## src/rtl/core/nalsp_pkg.sv

```systemverilog
// ----------------------------------------------------------------------------
// nalsp_pkg
// Shared types and constants of the Annex B NAL unit splitter.
// ----------------------------------------------------------------------------
package nalsp_pkg;

  // Default depth of the result queue between the scanner and the output side.
  localparam int unsigned QUEUE_DEPTH = 4;

  // Reset value of the split enable register.
  localparam logic SPLIT_ENABLE_RESET = 1'b1;

  // One released byte with its markers.
  typedef struct packed {
    logic [7:0] out_byte;
    logic       unit_start;
    logic       frame_end;
    logic       run_last;
  } res_t;

endpackage

```

## src/rtl/core/nalsp_front.sv

```systemverilog
// ----------------------------------------------------------------------------
// nalsp_front
// Accepts frame bytes, holds a three byte lookahead, detects start codes and
// writes each released byte with its markers into the result queue.
// ----------------------------------------------------------------------------
module nalsp_front
  import nalsp_pkg::*;
(
  input  logic       clk_i,
  input  logic       rst_ni,
  input  logic       cfg_we_i,
  input  logic       cfg_wdata_i,
  input  logic       in_valid_i,
  input  logic [7:0] in_byte_i,
  input  logic       in_last_i,
  output logic       in_ready_o,
  input  logic       q_full_i,
  output logic       res_push_o,
  output res_t       res_o
);

  typedef struct packed {
    logic       at_start;
    logic       splits;
    logic [1:0] skip;
  } scan_st_t;

  typedef struct packed {
    scan_st_t   st;
    logic       start;
  } rel_t;

  localparam scan_st_t ScanReset = '{at_start: 1'b1, splits: 1'b0, skip: 2'd0};

  // Decides unit_start for the byte b[0], given cnt valid bytes from it on.
  function automatic rel_t release_byte(scan_st_t st, logic en,
                                        logic [3:0][7:0] b, logic [2:0] cnt);
    rel_t       r;
    logic       is3;
    logic       is4;
    logic [1:0] skp;
    is3 = (cnt >= 3'd3) && (b[0] == 8'd0) && (b[1] == 8'd0) && (b[2] == 8'd1);
    is4 = !is3 && (cnt == 3'd4) && (b[0] == 8'd0) && (b[1] == 8'd0) &&
          (b[2] == 8'd0) && (b[3] == 8'd1);
    skp = is4 ? 2'd3 : 2'd2;
    r.st    = st;
    r.start = 1'b0;
    if (st.at_start) begin
      r.start       = 1'b1;
      r.st.at_start = 1'b0;
      r.st.splits   = en && (is3 || is4);
      r.st.skip     = (en && (is3 || is4)) ? skp : 2'd0;
    end else if (st.splits) begin
      if (st.skip != 2'd0) begin
        r.st.skip = st.skip - 2'd1;
      end else if (is3 || is4) begin
        r.start   = 1'b1;
        r.st.skip = skp;
      end
    end
    return r;
  endfunction

  logic            split_en_q;
  scan_st_t        st_q, st_d;
  logic [1:0]      held_q, held_d;
  logic [7:0]      win_q [4];
  logic [7:0]      win_d [4];
  logic            flush_q, flush_d;
  logic [1:0]      idx_q, idx_d;
  logic [2:0]      n_q, n_d;
  logic            in_acc;
  logic            last_out;
  logic [3:0][7:0] scan_b;
  logic [2:0]      scan_cnt;
  logic [2:0]      pos;
  rel_t            rel;

  assign in_ready_o = !flush_q && !q_full_i;
  assign in_acc     = in_valid_i && in_ready_o;
  assign last_out   = flush_q && (({1'b0, idx_q} + 3'd1) == n_q);

  always_comb begin
    scan_b   = '0;
    scan_cnt = 3'd4;
    pos      = 3'd0;
    if (flush_q) begin
      // During the flush the window ends at the frame's last byte.
      for (int k = 0; k < 4; k++) begin
        pos       = {1'b0, idx_q} + 3'(k);
        scan_b[k] = pos[2] ? 8'd0 : win_q[pos[1:0]];
      end
      scan_cnt = n_q - {1'b0, idx_q};
    end else begin
      scan_b[0] = win_q[0];
      scan_b[1] = win_q[1];
      scan_b[2] = win_q[2];
      scan_b[3] = in_byte_i;
    end
    rel = release_byte(st_q, split_en_q, scan_b, scan_cnt);
  end

  always_comb begin
    st_d       = st_q;
    held_d     = held_q;
    win_d      = win_q;
    flush_d    = flush_q;
    idx_d      = idx_q;
    n_d        = n_q;
    res_push_o = 1'b0;
    res_o      = '0;
    if (flush_q) begin
      if (!q_full_i) begin
        res_push_o       = 1'b1;
        res_o.out_byte   = win_q[idx_q];
        res_o.unit_start = rel.start;
        res_o.frame_end  = last_out;
        res_o.run_last   = last_out;
        st_d             = rel.st;
        if (last_out) begin
          flush_d = 1'b0;
          held_d  = 2'd0;
          st_d    = ScanReset;
        end else begin
          idx_d = idx_q + 2'd1;
        end
      end
    end else if (in_acc) begin
      if (in_last_i) begin
        win_d[held_q] = in_byte_i;
        n_d           = {1'b0, held_q} + 3'd1;
        idx_d         = 2'd0;
        flush_d       = 1'b1;
      end else if (held_q == 2'd3) begin
        res_push_o       = 1'b1;
        res_o.out_byte   = win_q[0];
        res_o.unit_start = rel.start;
        res_o.frame_end  = 1'b0;
        res_o.run_last   = 1'b1;
        st_d             = rel.st;
        win_d[0]         = win_q[1];
        win_d[1]         = win_q[2];
        win_d[2]         = in_byte_i;
      end else begin
        win_d[held_q] = in_byte_i;
        held_d        = held_q + 2'd1;
      end
    end
  end

  always_ff @(posedge clk_i or negedge rst_ni) begin
    if (!rst_ni) begin
      split_en_q <= SPLIT_ENABLE_RESET;
      st_q       <= ScanReset;
      held_q     <= 2'd0;
      flush_q    <= 1'b0;
      idx_q      <= 2'd0;
      n_q        <= 3'd1;
    end else begin
      if (cfg_we_i) begin
        split_en_q <= cfg_wdata_i;
      end
      st_q    <= st_d;
      held_q  <= held_d;
      flush_q <= flush_d;
      idx_q   <= idx_d;
      n_q     <= n_d;
    end
  end

  always_ff @(posedge clk_i) begin
    win_q <= win_d;
  end

`ifndef SYNTHESIS
  a_flush_idx_in_range: assert property (@(posedge clk_i) disable iff (!rst_ni)
    flush_q |-> (({1'b0, idx_q} < n_q) && (n_q != 3'd0)))
    else $error("flush index beyond the held bytes");
  a_frame_end_rearms: assert property (@(posedge clk_i) disable iff (!rst_ni)
    (res_push_o && res_o.frame_end) |=> (st_q.at_start && !flush_q && held_q == 2'd0))
    else $error("scanner not rearmed after frame end");
  a_push_has_room: assert property (@(posedge clk_i) disable iff (!rst_ni)
    res_push_o |-> !q_full_i)
    else $error("result written into a full queue");
  a_flush_starts: assert property (@(posedge clk_i) disable iff (!rst_ni)
    (in_acc && in_last_i) |=> (flush_q && idx_q == 2'd0))
    else $error("frame end did not start the flush");
`endif

endmodule

```

## src/rtl/core/nalsp_queue.sv

```systemverilog
// ----------------------------------------------------------------------------
// nalsp_queue
// Short register queue of released bytes; the head drives the result ports.
// ----------------------------------------------------------------------------
module nalsp_queue
  import nalsp_pkg::*;
#(
  parameter int unsigned Depth = QUEUE_DEPTH
) (
  input  logic clk_i,
  input  logic rst_ni,
  input  logic push_i,
  input  res_t data_i,
  output logic full_o,
  input  logic pop_i,
  output logic empty_o,
  output res_t data_o
);

  localparam int unsigned PtrW = (Depth > 1) ? $clog2(Depth) : 1;
  localparam int unsigned CntW = $clog2(Depth + 1);

  res_t            mem_q [Depth];
  logic [PtrW-1:0] wptr_q, wptr_d;
  logic [PtrW-1:0] rptr_q, rptr_d;
  logic [CntW-1:0] cnt_q, cnt_d;
  logic            do_push;
  logic            do_pop;

  assign full_o  = (cnt_q == CntW'(Depth));
  assign empty_o = (cnt_q == '0);
  assign do_push = push_i && !full_o;
  assign do_pop  = pop_i && !empty_o;
  assign data_o  = mem_q[rptr_q];

  always_comb begin
    wptr_d = wptr_q;
    rptr_d = rptr_q;
    cnt_d  = cnt_q;
    if (do_push) begin
      wptr_d = (wptr_q == PtrW'(Depth - 1)) ? '0 : wptr_q + PtrW'(1);
    end
    if (do_pop) begin
      rptr_d = (rptr_q == PtrW'(Depth - 1)) ? '0 : rptr_q + PtrW'(1);
    end
    if (do_push && !do_pop) begin
      cnt_d = cnt_q + CntW'(1);
    end else if (do_pop && !do_push) begin
      cnt_d = cnt_q - CntW'(1);
    end
  end

  always_ff @(posedge clk_i or negedge rst_ni) begin
    if (!rst_ni) begin
      wptr_q <= '0;
      rptr_q <= '0;
      cnt_q  <= '0;
    end else begin
      wptr_q <= wptr_d;
      rptr_q <= rptr_d;
      cnt_q  <= cnt_d;
    end
  end

  always_ff @(posedge clk_i) begin
    if (do_push) begin
      mem_q[wptr_q] <= data_i;
    end
  end

`ifndef SYNTHESIS
  a_cnt_bounded: assert property (@(posedge clk_i) disable iff (!rst_ni)
    cnt_q <= CntW'(Depth))
    else $error("queue count above depth");
  a_ptr_match_when_empty: assert property (@(posedge clk_i) disable iff (!rst_ni)
    empty_o |-> (wptr_q == rptr_q))
    else $error("pointers disagree on an empty queue");
  a_head_stable: assert property (@(posedge clk_i) disable iff (!rst_ni)
    (!empty_o && !do_pop) |=> $stable(data_o))
    else $error("head entry changed without a pop");
`endif

endmodule

```

## src/rtl/core/annexb_nal_unit_splitter.sv

```systemverilog
// ----------------------------------------------------------------------------
// annexb_nal_unit_splitter
// Splits the bytes of a compressed video frame into NAL units at Annex B
// start codes, marking the first byte of each unit and the frame's end.
// ----------------------------------------------------------------------------
//  channel   direction  handshake        payload
//  config    in         cfg_we_i         cfg_wdata_i (split enable)
//  input     in         push / full      in_byte_i, frame_last_i
//  result    out        empty / pop      out_byte_o, unit_start_o,
//                                        frame_end_o, run_last_o
//
// A byte in the middle of a frame is accepted while the queue has room; once
// three bytes are held each accepted byte writes one result into the queue,
// so the stream runs at one byte per cycle unless the queue is full. A byte
// with frame_last set starts a flush that writes the held bytes plus that
// byte, one per cycle while the queue has room; full stays high meanwhile.
// full also rises when the result queue of QueueDepth entries is full.
// Reset clears the scanner and the queue; split enable resets to one.
// ----------------------------------------------------------------------------
module annexb_nal_unit_splitter
  import nalsp_pkg::*;
#(
  parameter int unsigned QueueDepth = QUEUE_DEPTH
) (
  input  logic       clk_i,
  input  logic       rst_ni,
  input  logic       cfg_we_i,
  input  logic       cfg_wdata_i,
  input  logic       push,
  output logic       full,
  input  logic [7:0] in_byte_i,
  input  logic       frame_last_i,
  output logic       empty,
  input  logic       pop,
  output logic [7:0] out_byte_o,
  output logic       unit_start_o,
  output logic       frame_end_o,
  output logic       run_last_o
);

  logic in_ready;
  logic q_full;
  logic res_push;
  res_t res_in;
  res_t res_out;

  nalsp_front u_front (
    .clk_i       (clk_i),
    .rst_ni      (rst_ni),
    .cfg_we_i    (cfg_we_i),
    .cfg_wdata_i (cfg_wdata_i),
    .in_valid_i  (push),
    .in_byte_i   (in_byte_i),
    .in_last_i   (frame_last_i),
    .in_ready_o  (in_ready),
    .q_full_i    (q_full),
    .res_push_o  (res_push),
    .res_o       (res_in)
  );

  nalsp_queue #(
    .Depth (QueueDepth)
  ) u_queue (
    .clk_i   (clk_i),
    .rst_ni  (rst_ni),
    .push_i  (res_push),
    .data_i  (res_in),
    .full_o  (q_full),
    .pop_i   (pop),
    .empty_o (empty),
    .data_o  (res_out)
  );

  assign full         = !in_ready;
  assign out_byte_o   = res_out.out_byte;
  assign unit_start_o = res_out.unit_start;
  assign frame_end_o  = res_out.frame_end;
  assign run_last_o   = res_out.run_last;

endmodule
```

## config.mk

```make
export PLATFORM = sky130hd
export DESIGN_NAME = annexb_nal_unit_splitter
export DESIGN_NICKNAME = d
export VERILOG_FILES = /design/src/rtl/core/nalsp_pkg.sv /design/src/rtl/core/nalsp_front.sv /design/src/rtl/core/nalsp_queue.sv /design/src/rtl/core/annexb_nal_unit_splitter.sv
export SDC_FILE = /design/constraint.sdc
export NUM_CORES = 1
export LEC_CHECK = 0
export BUFFER_PORTS_ARGS = -buffer_cell sky130_fd_sc_hd__buf_2
export CORE_MARGIN = 2
export CORE_UTILIZATION = 29
export CTS_CLUSTER_DIAMETER = 120
export CTS_CLUSTER_SIZE = 10
export DETAILED_ROUTE_END_ITERATION = 7
export MAX_ROUTING_LAYER = met4
export PLACE_DENSITY = 0.56
export SYNTH_ARGS = -nofsm -noshare
export SYNTH_HDL_FRONTEND = slang
export SYNTH_SLANG_ARGS = --single-unit
```

## constraint.sdc

```tcl
create_clock -name clk_i -period 3.7 [get_ports clk_i]
set_clock_uncertainty 0.1 [all_clocks]
set_input_delay 0.185 -clock clk_i [delete_from_list [all_inputs] [get_ports clk_i]]
set_output_delay 0.185 -clock clk_i [all_outputs]
set_load 0.01 [all_outputs]
```

After elaboration in Yosys (flattened, before gate mapping)
Memories as Yosys holds them, arrays and structs flattened.
Index checks and enable logic that the tools add are counted.
{"block": "totals", "mem_count": 1, "in_bits": 15, "output_inout_bits": 13, "mem_bits_rw": 44, "wordCells": 164, "register_bits": 52}
{"block": "classes", "n_eq_ne": 14, "add_sub_neg": 12, "n_reduce_logical": 40, "mux": 69, "n_lt_le_gt_ge": 7, "bitwise_logic": 6}
{"name": "u_queue.mem_q", "words": 4, "width": 11, "read_ports": 1, "rd_clocked_by_memory_dff": 0, "wr": 1, "line_no": "nalsp_queue.sv:23", "text": "res_t mem_q [Depth];"}
{"cell": "$mux 8", "n": 13}
{"cell": "$bmux 8 s2", "n": 4}
{"cell": "$mux 32", "n": 2}
{"cell": "$mux 11", "n": 5}
{"cell": "$bwmux 32", "n": 1}
{"cell": "$mux 2", "n": 15}
{"cell": "$logic_not 8->1", "n": 3}
{"cell": "$mux 24", "n": 1}
{"cell": "$mux 4", "n": 6}
{"cell": "$mux 3", "n": 6}
{"cell": "$logic_and 1x1->1", "n": 17}
{"cell": "$demux 8 s2", "n": 1}
{"cell": "$eq 8x1->1 const B", "n": 2}
{"cell": "$ge 3x3->1 const B", "n": 5}
{"cell": "$mux 1", "n": 15}
{"cell": "$not 2->3", "n": 5}
{"cell": "$reduce_bool 2->1", "n": 5}
{"cell": "$add 2x1->2 const B", "n": 4}
{"cell": "$ne 2x2->1 const B", "n": 4}
{"cell": "$reduce_and 4->1", "n": 2}
{"cell": "$logic_not 1->1", "n": 7}
{"cell": "$add 2x1->3 const B", "n": 2}
{"cell": "$add 2x2->3 const B", "n": 2}
{"cell": "$eq 2x2->1 const B", "n": 3}
{"cell": "other kinds (15)", "n": 18}

Logic depth before layout (Yosys ltp)
{"block": "logic_depth", "word_depth": 26, "mapped_depth": 13, "depth_no_buf": 11}

Modules after synthesis
From an unflattened synthesis, not the netlist that was laid out.
{"block": "unflattened", "hier_cells": 353, "hier_area_um2": 4874.7}
{"module": "nalsp_front", "area_per_inst_um2": 2829.0, "cells_each": 258, "instances": 1}
{"module": "nalsp_queue", "area_per_inst_um2": 2042.0, "cells_each": 94, "instances": 1}
{"module": "annexb_nal_unit_splitter", "area_per_inst_um2": 3.8, "cells_each": 1, "instances": 1}

Worst setup path before layout
Ideal clock, no wire load.
{"block": "synth_timing", "path_type": "register to register", "startpoint": "register u_front.held_q[1]", "endpoint": "register u_queue.cnt_q[2]", "setup_time_ns": 0.079, "required_ns": 3.521, "stages_incl_launch_ff": 14, "synth_period_minus_slack_ns": 2.818, "setup_slack_ns": 0.882, "arrival_ns": 2.639, "path_cell_list": "dfrtp_1 > ha_1 > nand2b_1 > clkbuf_1 > nor4b_4 > nor2_1 > inv_1 > buf_2 > ha_1 > inv_1 > fa_1 > xor2_1 > nor2_1 > xor2_1"}
{"block": "synth_via", "elab_chain_len": 9}
{"item": "start, declared", "line_no": "nalsp_front.sv:66", "text": "logic [1:0] held_q, held_d;"}
{"item": "start signal, assigned", "line_no": "nalsp_front.sv:164", "text": "held_q <= held_d;"}
{"item": "$eq 2x2->1 (*)", "line_no": "nalsp_front.sv:134", "text": "end else if (held_q == 2'd3) begin"}
{"item": "$mux 1 (*)", "line_no": "nalsp_front.sv:134"}
{"item": "$mux 1 (*)", "line_no": "nalsp_front.sv:129", "text": "if (in_last_i) begin"}
{"item": "$mux 1 (*)", "line_no": "nalsp_front.sv:128", "text": "end else if (in_acc) begin"}
{"item": "$mux 1 (*)", "line_no": "nalsp_front.sv:112", "text": "if (flush_q) begin"}
{"item": "$logic_and 1x1->1 (*)", "line_no": "nalsp_queue.sv:32", "text": "assign do_push = push_i && !full_o;"}
{"item": "net u_queue.do_push", "line_no": "nalsp_queue.sv:27", "text": "logic do_push;"}
{"item": "$logic_not 1->1", "line_no": "nalsp_queue.sv:48", "text": "end else if (do_pop && !do_push) begin"}
{"item": "$logic_and 1x1->1", "line_no": "nalsp_queue.sv:48"}
{"item": "$reduce_bool 2->1 (no source line)"}
{"item": "end signal, assigned", "line_no": "nalsp_queue.sv:61", "text": "cnt_q <= cnt_d;"}
{"item": "end, declared", "line_no": "nalsp_queue.sv:26", "text": "logic [CntW-1:0] cnt_q, cnt_d;"}
Mark *: on every way through the listed nets, which the timed path passes. The rest lies on a longest branch.
A chain may end at the register's enable or synchronous reset.

Worst setup path in the final report
{"block": "layout_timing", "startpoint": "register u_front.idx_q[0]", "endpoint": "register u_front.held_q[0]"}
{"block": "layout_via", "elab_chain_len": 5}
{"item": "start, declared", "line_no": "nalsp_front.sv:70", "text": "logic [1:0] idx_q, idx_d;"}
{"item": "start signal, assigned", "line_no": "nalsp_front.sv:166", "text": "idx_q <= idx_d;"}
{"item": "$add 2x1->3", "line_no": "nalsp_front.sv:81", "text": "assign last_out = flush_q && (({1'b0, idx_q} + 3'd1) == n_q);"}
{"item": "$eq 3x3->1", "line_no": "nalsp_front.sv:81"}
{"item": "$logic_and 1x1->1", "line_no": "nalsp_front.sv:81"}
{"item": "$ne 2x2->1 (no source line)"}
{"item": "$reduce_and 5->1 (no source line)"}
No other way between the ends.

==> metrics.md <==
| Metric | Value |
|---|---|
| Post-synthesis adder-cell area fraction | under 10% |
| FF+latch count, synth | 96 |
| Post-cts resize count | 0 |
| DR pass1 iterations | 5 |
| CTS Sinks | 96 |
| Die area | about 18,000 um^2 |
| Routed len/inst | around 17 um |
| DP Worst Slack | between 500 and 600 ps |
| Crit path arrival time | 3280 ps |
| I/O Buffers | 27 |
| CP startpoint kind | register |
| Max Cap Viol | 0 |
| Filler Cell Count | about 1,600 |
| Initial DRC count | approximately 200 |
| DR vias/cell | roughly 5.0 |
| Final WL | 10,290 um |
| Vias | 3,095 |
| P_sw | 1813 uW |
| LEAKAGE | about 0.002 uW |
| Pin count of the biggest net entering global routing | 34 |
| Worst R2R Setup Slack | 550 ps |
| Sequential area share after synthesis | about 57% |
| Routed Antenna Nets | 0 |
| Setup TNS | 0 ps |
| Min Tclk post-route | 3153 ps |
| CP Capture Point | u_front.held_q[0] |
| Share of layout cells above drive strength 1 | just over 20% |
| Max VDD drop | slightly above 0.3 mV |
| Cts hold-fix bufs | 11 |
| Max Freq | between 300 and 400 MHz |
| Total GRT Usage | 12.97% |
| Crit path required time | approximately 3800 ps |
| Root buf cell | clkbuf_16 |
| Pwr Density | a little under 900 nW/um^2 |
| Number of remaining DRC errors | 0 |
| Total Power | 4891 uW |
| CP Buf/Inv Count | 1 |
| Top_reg_cell synth | edfxtp_1 |
| Sw frac | between 30 and 40% |
| Compound-Gate Fraction of Synth Area | 8.995% |
| Worst reg2reg endpoint | u_front.held_q[0] |
| GP Congestion | 0.8760 |
| Syn Nets | around 390 |
| Slew of the pin with the lowest slew margin | roughly 910 ps |
| Cell Int Power | just over 3000 uW |
| Worst setup path class | register to register |
| # rows | 47 |
| Share of total power in combinational logic | between 40 and 50% |
| Synth warn | 0 |
| Delay-heaviest family, CP | simple AND/OR/NAND/NOR gates |
| Xor/xnor share of the synthesized area | ~1.1% |
| Total CTS buffers | 9 |
| Vias in the first global route | 3,159 |
| Worst setup path start | u_front.idx_q[0] |
| EDFF count, synth | 76 |
| RSZ-0062 raised after global routing | no |
| Final-report max-slew violation count | 0 |
| Multiplexer share of the synthesized area | between 10% and 20% |
| Netlist cell types | 54 |
| Slew HR | roughly 39% |
| Status | finished, final reports clean |
| Part of the power in registers | around two fifths |
| R2r worst-path depth | 8 |
| H-tree depth | 3 |
| Hold Path Class | input pin to register |
| Total grt overflow | 0 |
| Fin. Hold Viols | 0 |
| Initial Util | between 20 and 30% |
| Nets | approximately 420 |
| Worst-Skew Late Latency | roughly 360 ps |
| Antenna violations before repair | 0 |
| CTS tree | done |
| Area added between synthesis and finish | 15.63% |
| CP max stage cell | dfrtp_1 |
| Most used cell, CP | nor2_1 |
| Clk slew on worst S/H paths | ~80 ps |
| Cell area after synthesis | a little under 5000 um^2 |
| Core area | approximately 17,000 um^2 |
| First-pass GRT wire length | 17,310 um |
| Type of destination of the critical path | register |
| Worst R2R Start | u_front.idx_q[0] |
| Share of flip-flops with an asynchronous set or reset | a little over a fifth |
| Largest stage delay, worst path | between 700 and 800 ps |
| Crit Path Max Fanout | 18 |
| Clock power frac | between 10% and 20% |
| Syn Inst Count | approximately 360 |
| Antenna diodes | 0 |
| DP HPWL | 7399 um |
| Stages on the worst setup path | 8 |
| Setup ws final | around 550 ps |
| Clk buf depth | 2 |
| Endpoints failing setup | 0 |
| I/O pin total | 28 |
| Worst-path cell chain | inv_1, ha_1, xnor2_1, nand2_1, or3_1, nor2_1, nor2_1, o2bb2ai_1 |
| Synth Area in Simple Gates | approximately a tenth |
| Syn Area/Cell | ~14 um^2 |
| Largest family of logic cells by synthesized area | multiplexers |
| Die H | about 130 um |
| Final period utilization | a little under nine tenths |
| Post-CTS Setup Bufs | 0 |
| Die span in x | between 100 and 150 um |
sequential cells by signal, summed over array words and instances, names as in the netlist:
| register | flops |
|---|---|
| u_queue.cnt_q | 3 |
| u_front.split_en_q | 1 |
| u_queue.mem_q | 44 |
| u_front.n_q | 3 |
| u_front.flush_q | 1 |
| u_front.idx_q | 2 |
| u_queue.rptr_q | 2 |
| u_front.st_q | 4 |
| u_front.held_q | 2 |
| u_queue.wptr_q | 2 |
| u_front.win_q | 32 |
cells in the mapped netlist, types with 3 or more instances:
library cell	number	share of area [%]
a21o_1	3	0.46
and2_1	4	0.51
mux4_2	15	6.9
o22ai_1	3	0.39
o31ai_1	3	0.46
nor2_1	29	2.2
dfrtp_1	17	8.7
clkbuf_1	4	0.31
ha_1	13	3.3
a21oi_1	18	1.9
mux4_1	4	2.2
edfxtp_1	76	47
buf_2	3	0.31
nand2_1	14	1.1
nor4_1	8	1.0
mux2i_1	18	3.7
inv_1	18	1.4
nor3_1	9	0.93
dfstp_2	3	1.6
nand2b_1	5	0.64
mux2_2	12	2.8
a22o_1	9	1.6
or3_1	3	0.39
buf_1	6	0.46
xor2_1	3	0.54
xnor2_1	3	0.54
o21ai_0	13	1.3
worst min path at each step:
stage	startpoint	end	slack, ps	cells past startpoint
6_report	frame_last_i	u_front.n_q[0]	140	3
5_1_grt	frame_last_i	u_front.n_q[0]	170	3
4_1_cts	frame_last_i	u_front.n_q[0]	130	3
3_5_place_dp	rst_ni	u_queue.rptr_q[1]	80	1
3_3_place_gp	rst_ni	u_queue.rptr_q[0]	70	1
2_1_floorplan	rst_ni	u_front.flush_q	-210	0
cells by family (layout without fill, tap and decap cells):
| kind of cell | after synthesis | count (layout) |
|---|---|---|
| xor gates and xnor gates | 6 | 6 |
| AOI/OAI and AO/OA | 66 | 66 |
| muxes | 49 | 49 |
| DFF | 96 | 96 |
| adders and majority gates | 15 | 15 |
| buffers and inverters | 33 | 77 |
| and+or+nand+nor | 90 | 90 |
final cells by class:
type,instances,area (um^2),area share [%]
Clock inverter,6,52.55,0.9335
Inverter,18,67.56,1.200
Timing Repair Buffer,43,282.8,5.023
Tap cell,220,275.3,4.890
Multi-Input combinational cell,226,1936,34.39
Clock buffer,10,229.0,4.068
Sequential cell,96,2786,49.50
worst register-to-register path, cell delays in order (launching register included):
cell	delay [ps]
dfrtp_1	790
inv_1	210
ha_1	440
xnor2_1	190
nand2_1	90
or3_1	390
nor2_1	500
nor2_1	150
o2bb2ai_1	160
through the flow:
| stage | cell area (um^2) | std cells | hold WS, ps | util, % |
|---|---|---|---|---|
| 2_1_floorplan | 4868 | 355 | -210.6 | - |
| 3_3_place_gp | 5238 | 592 | 73.41 | 31.70 |
| 3_5_place_dp | 5238 | 592 | 80.54 | 31.70 |
| 4_1_cts | 5629 | 619 | 129.4 | 34.07 |
| 5_1_grt | 5629 | 619 | 166.9 | 34.07 |
| 6_report | 5629 | 619 | 143.1 | 34.07 |
placed cells by master, fill, tap and decap left out, types with 11 or more instances in the layout:
cell           instances
a21oi_1               18
buf_2                 27
dfrtp_1               17
dlygate4sd3_1         11
edfxtp_1              76
ha_1                  13
inv_1                 18
mux2_2                12
mux2i_1               18
mux4_2                15
nand2_1               14
nor2_1                29
o21ai_0               13
power by group through the flow:
stage | Clock, uW | Combinational [uW] | Sequential [uW]
after CTS | 920 | 1990 | 2040
after global placement | 0 | 1940 | 2040
after detailed placement | 0 | 1980 | 2060
final | 892 | 1970 | 2030
after floorplan | 0 | 1580 | 1870
after global routing | 963 | 2190 | 2090
metal layers:
metal | share of wire, % | GRT usage (%) | vias to the layer above
met4 | 1.6 | 4.374 | 0
met2 | 47 | 19.59 | 92
li1 | - | - | 1465
met1 | 46 | 16.90 | 1521
met5 | 0 | - | -
met3 | 5.3 | 3.577 | 17
Note: power is estimated with default switching activity, not from simulation.
